===== src/hw/rtl/matrix_vector_multiply_core_macros.svh =====
// ----------------------------------------------------------------------------
// matrix vector multiply core assertion macros
// shared assertion forms, sampled on clk and disabled during rst
// ----------------------------------------------------------------------------
`ifndef MATRIX_VECTOR_MULTIPLY_CORE_MACROS_SVH
`define MATRIX_VECTOR_MULTIPLY_CORE_MACROS_SVH

// consequent holds in the same cycle as the antecedent
`define MVM_ASSERT_SAME(label, ante, cons, msg) \
  label: assert property (@(posedge clk) disable iff (rst) (ante) |-> (cons)) \
    else $error(msg);

// consequent holds in the cycle after the antecedent
`define MVM_ASSERT_NEXT(label, ante, cons, msg) \
  label: assert property (@(posedge clk) disable iff (rst) (ante) |=> (cons)) \
    else $error(msg);

`endif


===== src/hw/rtl/mvm_pkg.sv =====
// ----------------------------------------------------------------------------
// mvm_pkg
// shared constants, codes and types of the matrix vector multiply core
// ----------------------------------------------------------------------------
`default_nettype none

package mvm_pkg;

  // store geometry
  localparam int MAX_DIM = 32;
  localparam int DIM_W   = $clog2(MAX_DIM);
  localparam int CNT_W   = $clog2(MAX_DIM + 1);
  localparam int ADDR_W  = $clog2(MAX_DIM * MAX_DIM);

  // field widths
  localparam int DATA_W  = 32;
  localparam int ACC_W   = 64;
  localparam int ROW_W   = 5;
  localparam int COL_W   = 5;
  localparam int ACT_W   = 2;
  localparam int CFG_W   = 6;
  localparam int CFG_A_W = 2;

  // request actions
  localparam logic [ACT_W-1:0] ACT_MATRIX  = 2'd0;
  localparam logic [ACT_W-1:0] ACT_VECTOR  = 2'd1;
  localparam logic [ACT_W-1:0] ACT_COMPUTE = 2'd2;

  // register indexes
  localparam logic [CFG_A_W-1:0] REG_ROW_COUNT = 2'd0;
  localparam logic [CFG_A_W-1:0] REG_COL_COUNT = 2'd1;
  localparam logic [CFG_A_W-1:0] REG_SYMMETRIC = 2'd2;

  typedef enum logic [1:0] {
    ST_IDLE,
    ST_RUN,
    ST_DRAIN
  } state_t;

  // control that travels alongside each multiply-accumulate
  typedef struct packed {
    logic             valid;
    logic             first;
    logic             last_col;
    logic             last_row;
    logic [ROW_W-1:0] row;
  } mac_tag_t;

endpackage

`default_nettype wire


===== src/hw/rtl/mvm_mac.sv =====
// ----------------------------------------------------------------------------
// mvm_mac
// multiply, round to q16.16, accumulate and saturate one row at a time
// ----------------------------------------------------------------------------
`default_nettype none

module mvm_mac (
  input  wire logic                              clk,
  input  wire logic                              rst,
  input  wire mvm_pkg::mac_tag_t                 tag_in,
  input  wire logic signed [mvm_pkg::DATA_W-1:0] mat_value,
  input  wire logic signed [mvm_pkg::DATA_W-1:0] vec_value,
  output logic                                   result_valid,
  output logic        [mvm_pkg::ROW_W-1:0]       result_row,
  output logic signed [mvm_pkg::DATA_W-1:0]      result_value,
  output logic                                   saturated,
  output logic                                   last
);

  localparam int SAT_W = mvm_pkg::ACC_W - mvm_pkg::DATA_W + 1;

  mvm_pkg::mac_tag_t                    tag_mul;
  mvm_pkg::mac_tag_t                    tag_acc;
  logic signed [mvm_pkg::ACC_W-1:0]     prod;
  logic signed [mvm_pkg::ACC_W-1:0]     rnd;
  logic signed [mvm_pkg::ACC_W-1:0]     acc;
  logic        [SAT_W-1:0]              acc_top;
  logic                                 acc_over;

  // product stage
  always_ff @(posedge clk) begin
    if (rst) begin
      tag_mul <= '0;
    end else begin
      tag_mul <= tag_in;
    end
    prod <= mvm_pkg::ACC_W'(mat_value) * mvm_pkg::ACC_W'(vec_value);
  end

  // add half an lsb, then floor shift
  assign rnd = (prod + mvm_pkg::ACC_W'(32768)) >>> 16;

  // accumulate stage, the row sum
  always_ff @(posedge clk) begin
    if (rst) begin
      tag_acc <= '0;
      acc     <= '0;
    end else begin
      tag_acc <= tag_mul;
      if (tag_mul.valid) begin
        acc <= tag_mul.first ? rnd : acc + rnd;
      end
    end
  end

  // out of range when the upper bits are not all copies of the sign
  assign acc_top  = acc[mvm_pkg::ACC_W-1:mvm_pkg::DATA_W-1];
  assign acc_over = !((&acc_top) || !(|acc_top));

  // output stage
  always_ff @(posedge clk) begin
    if (rst) begin
      result_valid <= 1'b0;
    end else begin
      result_valid <= tag_acc.valid && tag_acc.last_col;
    end
    result_row <= tag_acc.row;
    saturated  <= acc_over;
    last       <= tag_acc.last_row;
    if (acc_over) begin
      result_value <= acc[mvm_pkg::ACC_W-1] ? {1'b1, {(mvm_pkg::DATA_W-1){1'b0}}}
                                            : {1'b0, {(mvm_pkg::DATA_W-1){1'b1}}};
    end else begin
      result_value <= acc[mvm_pkg::DATA_W-1:0];
    end
  end

endmodule

`default_nettype wire


===== config.mk =====
export PLATFORM = sky130hd
export DESIGN_NAME = mvm_mac
export DESIGN_NICKNAME = d
export VERILOG_FILES = /design/src/hw/rtl/matrix_vector_multiply_core_macros.svh /design/src/hw/rtl/mvm_pkg.sv /design/src/hw/rtl/mvm_mac.sv
export SDC_FILE = /design/constraint.sdc
export NUM_CORES = 2
export LEC_CHECK = 0
export BUFFER_PORTS_ARGS = -buffer_cell sky130_fd_sc_hd__buf_4
export CAP_MARGIN = 40
export CORE_ASPECT_RATIO = 0.8
export CORE_MARGIN = 1
export CORE_UTILIZATION = 50
export CTS_CLUSTER_DIAMETER = 120
export DETAILED_ROUTE_END_ITERATION = 8
export PLACE_DENSITY = 0.69
export SLEW_MARGIN = 20
export SYNTH_ARGS = -nofsm -noshare
export SYNTH_HDL_FRONTEND = slang
export SYNTH_SLANG_ARGS = --single-unit

===== constraint.sdc =====
create_clock -name clk -period 11.1 [get_ports clk]
set_clock_uncertainty 0.1 [all_clocks]
set_input_delay 0.555 -clock clk [delete_from_list [all_inputs] [get_ports clk]]
set_output_delay 0.555 -clock clk [all_outputs]
set_load 0.05 [all_outputs]

==> run summary <==
crit-path max cell delay: 0.65 ns
first-pass iteration count of the detailed router: 5
Synth async-reset ratio: 0
layout cells sized above 1: 0.04311
Post-Route Utilization: 0.5284
period utilization: 0.7647
synthesis-stage register bit count: 170
synth warn: 0
Unique masters post-synth: 104
crit path cell chain: buf_4 -> nand2_1 -> fa_1 -> fa_1 -> inv_1 -> fa_1 -> buf_8 -> fa_1 -> fa_1 -> fa_1 -> fa_1 -> fa_1 -> ha_1 -> a21o_1 -> a21o_1 -> a21oi_1 -> inv_1 -> a221oi_2 -> o21ai_2 -> a2111oi_1 -> o41ai_1 -> a21oi_1 -> xnor2_1
Top Family by Delay on Critical Path: adder cells
Synth Net Count: 6,361
Max Fclk: 117.8 MHz
Post-Syn Instances: 4,960
DP Worst Slack: 2.226 ns
Post-Synth Simple-Gate Area: 0.1633
Clock Latency Late Sink: 0.44 ns
io pins: 115
Max FO, Critical Path: 32
CTS resizes: 0
Worst setup SP type: input pin
initial antenna violation count: 4
Reg area: 3406 um^2
Synth area leaders: fa_1, inv_1, dfxtp_1
number of synthesized flops with an enable pin: 0
wire per inst: 20.76 um
number of clock sinks: 170
register area share after synthesis: 0.07443
CTS tree: yes
number of setup violations in the final report: 0
syn_area_per_cell: 9.218 um^2
Starting Density: 0.5080
Slowest cell on crit path: fa_1
post-synthesis mux area share: 0.004023
DIE WIDTH: 340.1 um
status: finished clean
clk root buf: clkbuf_16
Area Overhead vs Synth: 4.009%
Synth Area in Compound Gates: 0.07567
detailed-route DRC error count: 0
ys flop type: dfxtp_1
Reg clk slew, reported paths: 0.07 ns
remaining global-route overflow: 0
CTS HTree Levels: 4
Hold/Removal Path Class: flip-flop to flip-flop
Vias: 33,550
Antenna Violating Nets Remaining: 0
vias in the first global route: 35,110
Synth area leader: fa_1
CTS max path bufs: 2
RSZ-0062 raised after global routing: no
die height: 272.5 um
multi-input logic area: 37,300 um^2
GP Congestion: 0.9364
Final Max Tran Viols: 0
num rows: 98
wire length of the first global-routing pass: 201.3 mm
die area: 92,660 um^2
Nets: 6,237
Fin Hold WS: 0.2231 ns
main combinational cell family by area after synthesis: adder cells
Fin. Hold Viols: 0
Core Region: 90,000 um^2
crit path time final: 8.488 ns
worst rel slew slack: 0.4875
Critical path buffers and inverters: 4
pin count of the biggest net entering global routing: 73
crit path kind: input pin to flip-flop
share of the synthesized area in the top cell type: 0.4738
Fill cells: 8,222
crit-path most repeated cell: fa_1
IO buf count: 114
Slew @ Worst Pin: 0.7493 ns
Synth Area in Adders: 0.5405
Critical Path Sink Type: flip-flop
Iter 0 DRT Violations: 2,891
gr usage total: 0.2799
total CTS buffers: 17
DR vias/cell: 5.545
Worst EP required: 11.37 ns
synthesized cell area: 45,720 um^2
Total Neg Setup Slack: 0 ns
final setup margin: 2.612 ns
Critical Path AT: 8.75 ns
r2r setup slk: 5.72 ns
HPWL Detailed: 99.93 mm
post-CTS setup buffer count: 0
CTS Hold Bufs: 0
Total Wirelength: 125.6 mm
Synth Area in XOR/XNOR: 0.03196
Max Cap Viol: 0
routing by layer:
metal / vias to the layer above / routed length, um / global-route usage
met2: 1595 / 51590 / 0.4023
met4: 0 / 1574 / 0.03841
met3: 116 / 15610 / 0.08822
met1: 17170 / 56800 / 0.4207
met5: - / 0 / 0
li1: 14670 / - / -
state kept, by name (all words and copies together) (netlist names):
signal        count
result_valid      1
result_value     32
saturated         1
acc              64
tag_acc           8
result_row        5
prod             49
tag_mul           9
last              1
cells in the final DEF, fill, tap and decap left out, drive strengths merged, types with 14 or more instances in the layout:
cell type	n
o211ai	24
a211oi	40
nand4	44
and2	500
and4	14
xor2	53
nand2	611
buf	125
o21bai	22
inv	1025
nor3	24
mux2i	15
nand2b	17
clkbuf	17
nor2b	28
o21ai	87
ha	244
nand3	45
and3	21
dfxtp	170
nor2	155
fa	1082
a21o	97
xnor2	113
a21oi	132
final timing paths:
kind | from | endpoint | depth (start not counted)
worst max-delay path | mat_value[31] | prod[58] | 23
worst min-delay path | tag_acc[2] | result_row[2] | 0
worst max register to register | prod[17] | acc[61] | 18
worst min register to register | tag_acc[2] | result_row[2] | 0
Yosys cell counts, types with 5 or more instances:
cell type / number
dfxtp_1: 170
a21oi_1: 129
a221o_1: 6
xor2_1: 53
nor3_1: 22
a211oi_1: 36
nor2b_1: 28
o211ai_1: 23
nand4_1: 43
nor2_1: 152
nand2_1: 611
and3_1: 18
clkbuf_8: 5
mux2i_1: 15
buf_1: 5
clkbuf_1: 241
o21ai_0: 79
fa_1: 1082
a41o_1: 5
o21ai_1: 7
a311oi_1: 5
o21bai_1: 21
xnor2_1: 112
and4_1: 12
a21o_1: 95
inv_1: 1018
nor4_1: 13
a221oi_1: 6
and2_1: 498
or3_1: 7
o21a_1: 12
a31oi_1: 13
nand3_1: 45
nand2b_1: 17
ha_1: 244
worst reg2reg max path, delay by kind of cell, from the launching register on:
family / cells / cell delay (ns)
AO/OA/AOI/OAI: 4 / 1.33
XOR/XNOR: 1 / 0.24
adder cells (fa/ha/maj): 1 / 0.37
flip-flops: 1 / 0.39
AND/OR/NAND/NOR: 12 / 2.84
cell type report:
| class | count | share of cell area |
|---|---|---|
| Inverter | 1018 | 0.08035 |
| Clock inverter | 14 | 0.002815 |
| Timing Repair Buffer | 125 | 0.02031 |
| Sequential cell | 170 | 0.07162 |
| Antenna cell | 2 | 0.0001052 |
| Multi-Input combinational cell | 3504 | 0.7843 |
| Clock buffer | 17 | 0.008946 |
| Tap cell | 1200 | 0.03157 |
metrics by stage:
| step | std cells | area, um^2 |
|---|---|---|
| 4_1_cts | 6048 | 47550 |
| 5_1_grt | 6048 | 47550 |
| 6_report | 6050 | 47550 |
| 3_3_place_gp | 6015 | 46940 |
| 2_1_floorplan | 4960 | 45720 |
| 3_5_place_dp | 6017 | 46990 |
logic make-up after synthesis:
group,count (synthesis)
and+or+nand+nor,1495
adders and majority gates,1326
buffers and inverters,1286
AOI/OAI and AO/OA,499
DFF,170
xor gates and xnor gates,166
muxes,18
Power is left out: the tool's default activity adds up to more than one toggle a clock period on the data nets, which glitch-free logic cannot reach.
