`config.mk`:
```
export PLATFORM = sky130hd
export DESIGN_NAME = mvm_cell
export DESIGN_NICKNAME = d
export VERILOG_FILES = /design/src/hw/rtl/matrix_vector_multiply_core_macros.svh /design/src/hw/rtl/mvm_pkg.sv /design/src/hw/rtl/mvm_cell.sv
export SDC_FILE = /design/constraint.sdc
export NUM_CORES = 1
export LEC_CHECK = 0
export ABC_CLOCK_PERIOD_IN_PS = 2000
export BUFFER_PORTS_ARGS = -buffer_cell sky130_fd_sc_hd__buf_2
export CAP_MARGIN = 25
export CORE_UTILIZATION = 25
export CTS_CLUSTER_DIAMETER = 120
export CTS_CLUSTER_SIZE = 40
export DETAILED_ROUTE_END_ITERATION = 7
export PLACE_DENSITY_LB_ADDON = 0.25
export SYNTH_ARGS = -nofsm -noshare
export SYNTH_HDL_FRONTEND = slang
export SYNTH_SLANG_ARGS = --single-unit
export TNS_END_PERCENT = 50
```
`constraint.sdc`:
```
create_clock -name clk -period 2 [get_ports clk]
set_clock_uncertainty 0.05 [all_clocks]
set_input_delay 0.4 -clock clk [delete_from_list [all_inputs] [get_ports clk]]
set_output_delay 0.4 -clock clk [all_outputs]
set_load 0.02 [all_outputs]
```
`src/hw/rtl/matrix_vector_multiply_core_macros.svh`:
```
// ----------------------------------------------------------------------------
// matrix vector multiply core assertion macros
// shared assertion forms, sampled on clk and disabled during rst
// ----------------------------------------------------------------------------
`ifndef MATRIX_VECTOR_MULTIPLY_CORE_MACROS_SVH
`define MATRIX_VECTOR_MULTIPLY_CORE_MACROS_SVH

// consequent holds in the same cycle as the antecedent
`define MVM_ASSERT_SAME(label, ante, cons, msg) \
  label: assert property (@(posedge clk) disable iff (rst) (ante) |-> (cons)) \
    else $error(msg);

// consequent holds in the cycle after the antecedent
`define MVM_ASSERT_NEXT(label, ante, cons, msg) \
  label: assert property (@(posedge clk) disable iff (rst) (ante) |=> (cons)) \
    else $error(msg);

`endif

```
`src/hw/rtl/mvm_pkg.sv`:
```
// ----------------------------------------------------------------------------
// mvm_pkg
// shared constants, codes and types of the matrix vector multiply core
// ----------------------------------------------------------------------------
`default_nettype none

package mvm_pkg;

  // store geometry
  localparam int MAX_DIM = 32;
  localparam int DIM_W   = $clog2(MAX_DIM);
  localparam int CNT_W   = $clog2(MAX_DIM + 1);
  localparam int ADDR_W  = $clog2(MAX_DIM * MAX_DIM);

  // field widths
  localparam int DATA_W  = 32;
  localparam int ACC_W   = 64;
  localparam int ROW_W   = 5;
  localparam int COL_W   = 5;
  localparam int ACT_W   = 2;
  localparam int CFG_W   = 6;
  localparam int CFG_A_W = 2;

  // request actions
  localparam logic [ACT_W-1:0] ACT_MATRIX  = 2'd0;
  localparam logic [ACT_W-1:0] ACT_VECTOR  = 2'd1;
  localparam logic [ACT_W-1:0] ACT_COMPUTE = 2'd2;

  // register indexes
  localparam logic [CFG_A_W-1:0] REG_ROW_COUNT = 2'd0;
  localparam logic [CFG_A_W-1:0] REG_COL_COUNT = 2'd1;
  localparam logic [CFG_A_W-1:0] REG_SYMMETRIC = 2'd2;

  typedef enum logic [1:0] {
    ST_IDLE,
    ST_RUN,
    ST_DRAIN
  } state_t;

  // control that travels alongside each multiply-accumulate
  typedef struct packed {
    logic             valid;
    logic             first;
    logic             last_col;
    logic             last_row;
    logic [ROW_W-1:0] row;
  } mac_tag_t;

endpackage

`default_nettype wire

```
`src/hw/rtl/mvm_cell.sv`:
```
// ----------------------------------------------------------------------------
// mvm_cell
// one vector element of the rotating vector ring
// ----------------------------------------------------------------------------
`default_nettype none

module mvm_cell (
  input  wire logic                       clk,
  input  wire logic                       load,
  input  wire logic [mvm_pkg::DATA_W-1:0] load_value,
  input  wire logic                       shift,
  input  wire logic [mvm_pkg::DATA_W-1:0] shift_in,
  output logic      [mvm_pkg::DATA_W-1:0] value
);

  // load and shift never coincide: loads happen only while idle
  always_ff @(posedge clk) begin
    if (load) begin
      value <= load_value;
    end else if (shift) begin
      value <= shift_in;
    end
  end

endmodule

`default_nettype wire

```
==> flow_summary.ini, run 1 <==
[status]
run_status = complete, no violations

[pwr]
peakVddDrop_v = 0.000276
totalPowerFinal_mw = 1.78
p_leak_nw = 1.04
comb_power_share = 0.195
netSwitchingPower_mw = 0.423
internal-power_mw = 1.36
power-per-cell-area_mw_per_mm2 = 826
p_sw_frac = 0.238
power.share.clock = 0.332
seqPwrFrac = 0.472

[finish]
layout.cells.most_common_list = buf_2, edfxtp_1, mux2_4
drive_gt1_frac = 0.800
max_flop_register = value
nets = 241
reg_top3 = value (32)
final.fill_count = 554
layout.core_utilization = 0.379
area_growth_from_synthesis_to_layout_pct = 42.8
most_common_library_cell_in_the_layout_ignoring_fill_and_taps = buf_2
largest_register_ff_count = 32
antenna-diode-count = 0
stdcell_area_sq_mm = 0.00215
layoutNonFillerInstCount = 247

[setup_path]
worst_setup_path_endpoint = value[3]
worst_ep_arrival_time_ns = 0.83
startpoint_type = flip-flop
timing.critical_path.fanout_max = 1
worst-path-stages = 1
cp.buffers_inverters = 1
critical_path.top_delay_family = flip-flops
path_cells = buf_2
cp_data_required_time_ns = 1.55
crit_path_max_incr_delay_ns = 0.38
worst_setup_path_end_kind = output pin
crit_type = reg2out
critical-path-slowest-cell = edfxtp_1
beginning_of_the_critical_path = value[3]

[synth]
ys_warn_count = 0
netlist.top_cell.by_area = edfxtp_1
syn-mean-instance-area_sq_um = 21.9
netlist-cell-type-count = 6
synth_area_sq_mm = 0.00151
synth_net_count = 136
synth-seq-cells = 32
synth_sequential_area_ratio = 0.637
synthesis.instances = 69
synth.area.top_cells = edfxtp_1, mux2_4, buf_12
yosysTopAreaCellShare = 0.637

[clocking]
ctsHoldBuffers = 0
longest_clk_path_bufs = 2
cts_tree = built
cts_post_setup_buffers_inserted = 0
ctsRootBufferMaster = clkbuf_8
cts.htree.levels = 2
clkSlewWorstSetupHoldPaths_ns = 0.06
tritoncts.num_buffers = 5
ctsResizeCount = 0
clkSinkCount = 32

[worst_hold_path]
hold_path_class = in2reg
worst_hold_startpoint = load_value[23]

[grt]
first_global_vias = 949
grt_usage = 0.0960
grt_max_degree = 22
global_route_wire_length_before_repair_um = 4420
gr-total-overflow = 0
grt_antenna_before_repair = 0

[sta]
slew_headroom = 0.758
fmax_mhz = 779
timing.setup.tns_ns = 0
setup_repair_after_global_routing_missed_its_margin = false
final_hold_viol_count = 0
maxSlewViolCount = 0
layout_min_cycle_time_ns = 1.28
min_period_over_period = 0.642
worst_slew_pin_slew_ns = 0.363
finalSetupViolCount = 0

[floorplanning]
rows = 27
design.die.area_sq_mm = 0.00635
die_width_um = 79.7
initial_core_utilization = 0.266
floorplan.io_pins = 99
dieHeight_um = 79.7
coreArea_sq_mm = 0.00568

[drt]
antenna_left = 0
vias = 986
route.detailed.wl_per_inst_um = 11.9
final_wirelength_um = 2940
drt_first_pass_iters = 4
viasPerCell = 3.99
drcViolationCount = 0
drt-initial-drc-count = 54

[place]
place.gp.congestion = 0.725
placed_cells_incl_taps = 239
post_dp_cell_area_sq_mm = 0.00205
numPortBuffers = 98
dpl.hpwl_um = 2300

[run]
max_cap_viol_count = 0
[worst min-delay path by stage]
stage,endpoint,slack (ns),depth (start not counted)
floorplan,value[0],0.57,1
global placement,value[0],0.65,2
detailed placement,value[10],0.65,2
CTS,value[1],0.36,2
global route,value[1],0.34,2
finish,value[23],0.37,2
[final cells by class]
cell class                      count  area (sq um)  share of cell area
Sequential cell                    32           961               0.446
Multi-Input combinational cell     33           475               0.221
Timing Repair Buffer              102           520               0.242
Tap cell                           72          90.1              0.0418
Clock buffer                        5          68.8              0.0320
Clock inverter                      3          37.5              0.0174
[per-stage QoR]
step / hold WS (ns) / setup WS (ns)
floorplan: 0.567 / 0.137
finish: 0.368 / 0.716
detailed placement: 0.654 / 0.459
global placement: 0.651 / 0.486
CTS: 0.356 / 0.699
global route: 0.344 / 0.669
[cells in the mapped netlist]
cell type and instances:
buf_6 1, mux2_4 29, mux2_2 3, edfxtp_1 32, buf_12 3, or2_1 1
[power groups by stage]
| stage | combinational [mW] | sequential (mW) | clock, mW |
|---|---|---|---|
| floorplan | 0.119 | 0.956 | 0 |
| global placement | 0.348 | 0.854 | 0 |
| detailed placement | 0.353 | 0.856 | 0 |
| CTS | 0.354 | 0.842 | 0.616 |
| global route | 0.370 | 0.847 | 0.654 |
| finish | 0.347 | 0.840 | 0.591 |
[cell families after synthesis]
family | Yosys count | synth area share
buffers and inverters | 4 | 0.0473
DFF | 32 | 0.637
and+or+nand+nor | 1 | 0.00415
muxes | 32 | 0.311
[metal layers]
metal  part of all wire  GRT usage
met3              0.094     0.0389
met1               0.38     0.0929
met4              0.022     0.0545
met5                  0          0
met2               0.51      0.171
Note: power is estimated with default switching activity, not from simulation.
==> inputs of run 2 (changes only) <==
- ABC_AREA: default -> 1
- ABC_CLOCK_PERIOD_IN_PS: 2000 -> 1110
- clock period: 2 -> 1.11 ns (I/O delays scaled with it)
==> run 2 against run 1 <==
Die area is 6.9% lower. Largest cell class unchanged. Sequential cell count stayed put. Highest routed layer unchanged. Synthesized area is 7.1% lower. Sequential power is 81% higher. Synthesized cell count is 99% higher. Non-clock buffer count is 2 lower.
==> flow_summary.ini, run 2 <==
[finish]
area_growth_from_synthesis_to_layout_pct = 46.7
most_common_library_cell_in_the_layout_ignoring_fill_and_taps = nand2_1
reg_top3 = value (32)
largest_register_ff_count = 32
antenna-diode-count = 0
final.fill_count = 555
nets = 304
layoutNonFillerInstCount = 308
max_flop_register = value
register_area_sq_um = 961
layout.cells.most_common_list = nand2_1, buf_2, edfxtp_1
stdcell_area_sq_mm = 0.00206
drive_gt1_frac = 0.458
multi_input_area_sq_um = 369

[place]
dpl.hpwl_um = 2420
placed_cells_incl_taps = 300
place.gp.congestion = 0.685
numPortBuffers = 98
post_dp_cell_area_sq_mm = 0.00193

[synth]
synth_sequential_area_ratio = 0.686
syn-mean-instance-area_sq_um = 10.2
synth_area_sq_mm = 0.00140
synth-seq-cells = 32
synth.most_common_cell = nand2_1
netlist.top_cell.by_area = edfxtp_1
synth_net_count = 204
yosys_most_used_dff = edfxtp_1
yosysTopAreaCellShare = 0.686
synth_enable_flop_cells = 32
ys_warn_count = 0
synth.area.top_cells = edfxtp_1, nand2_1, buf_6
ys_async_sr_fraction = 0
synth.cells.most_frequent = nand2_1, edfxtp_1, buf_6
netlist-cell-type-count = 6
synthesis.instances = 137

[sta]
min_period_over_period = 0.995
maxSlewViolCount = 0
final_hold_viol_count = 0
finalSetupViolCount = 0
fmax_mhz = 905
slew_headroom = 0.692
worst_slew_pin_slew_ns = 0.461
layout_min_cycle_time_ns = 1.11
setup_repair_after_global_routing_missed_its_margin = true

[drt]
drcViolationCount = 0
drt_first_pass_iters = 4
route.detailed.wl_per_inst_um = 10.9
final_wirelength_um = 3360
viasPerCell = 4.03
vias = 1242
drt-initial-drc-count = 49
antenna_left = 0

[clocking]
clkSinkCount = 32
longest_clk_path_bufs = 2
cts_post_setup_buffers_inserted = 0
cts.htree.levels = 2
tritoncts.num_buffers = 5
clkSlewWorstSetupHoldPaths_ns = 0.07
cts_tree = built
ctsRootBufferMaster = clkbuf_8

[setup_path]
critical-path-slowest-cell = edfxtp_1
startpoint_type = flip-flop
crit_type = reg2out
worst_setup_path_end_kind = output pin
cp.buffers_inverters = 1
cp_data_required_time_ns = 0.84
path_cells = buf_6
critical_path.top_delay_family = flip-flops
worst_ep_arrival_time_ns = 0.83
timing.critical_path.fanout_max = 1
crit_path_max_incr_delay_ns = 0.41

[grt]
grt_antenna_before_repair = 0
first_global_vias = 1202
grt_usage = 0.119
gr-total-overflow = 0
global_route_wire_length_before_repair_um = 5310
grt_max_degree = 33

[run]
max_cap_viol_count = 0

[pwr]
totalPowerFinal_mw = 2.96
peakVddDrop_v = 0.000600
p_leak_nw = 1.08
power-per-cell-area_mw_per_mm2 = 1440

[worst_hold_path]
hold_path_class = in2reg

[floorplanning]
floorplan.io_pins = 99
initial_core_utilization = 0.268
die_width_um = 76.9
coreArea_sq_mm = 0.00524
design.die.area_sq_mm = 0.00591
rows = 26
dieHeight_um = 76.9

[status]
run_status = complete, no violations
==> run 2: cell types whose count changed in the layout (fill, tap and decap cells not counted), sizes merged <==
cell,previous run,this run
inv,0,1
bufinv,1,0
buf,102,100
mux2,32,0
clkinv,2,3
nand2,0,96
==> run 2: path summary, 6_finish.rpt <==
check	from	to	slack, ns	depth (start not counted)
hold / removal	shift_in[28]	value[28]	0.15	3
setup / recovery	value[24]	value[24]	0.005	1
==> run 2: power breakdown <==
group / leakage [nW] / internal (mW) / switching [mW]
Clock: 0.0453 / 0.425 / 0.414
Sequential: 0.330 / 1.49 / 0.0370
Combinational: 0.702 / 0.246 / 0.354
Total: 1.08 / 2.16 / 0.805
==> run 2: repair_timing <==
item                       4_1_cts  5_1_grt
resized for setup                0       14
hold buffers                     0        0
setup endpoints to repair        2       20
==> run 2: layout make-up <==
class | count | area share
flip-flops and latches | 32 | 0.467
repair buffers | 100 | 0.267
multi-input cells | 97 | 0.180
well taps | 70 | 0.0426
clock buffers | 5 | 0.0335
clock inverters | 3 | 0.00670
inverters | 1 | 0.00304
==> run 2: routing by layer <==
layer	routed length (um)	up-vias	track usage
met1	1310	535	0.128
li1	-	634	-
met5	0	-	0
met4	64	0	0.0519
met3	336	8	0.0548
met2	1650	65	0.198
==> run 2: through the flow <==
stage | TNS [ns] | setup slack, ns | hold slack (ns) | utilization
final | 0 | 0.00500 | 0.152 | 0.392
after global placement | -2.63 | -0.0481 | 0.440 | 0.368
after detailed placement | -3.88 | -0.0690 | 0.438 | 0.368
after floorplan | 0 | 0.0691 | 0.351 | -
after global routing | -0.200 | -0.0258 | 0.151 | 0.392
after CTS | -0.00816 | -0.00667 | 0.143 | 0.384
==> run 2: kinds of logic (layout without fill, tap and decap cells) <==
family	count (synthesis)	count (layout)	share of synthesized area
buffers and inverters	8	109	0.0527
DFF	32	32	0.686
and+or+nand+nor	97	97	0.262
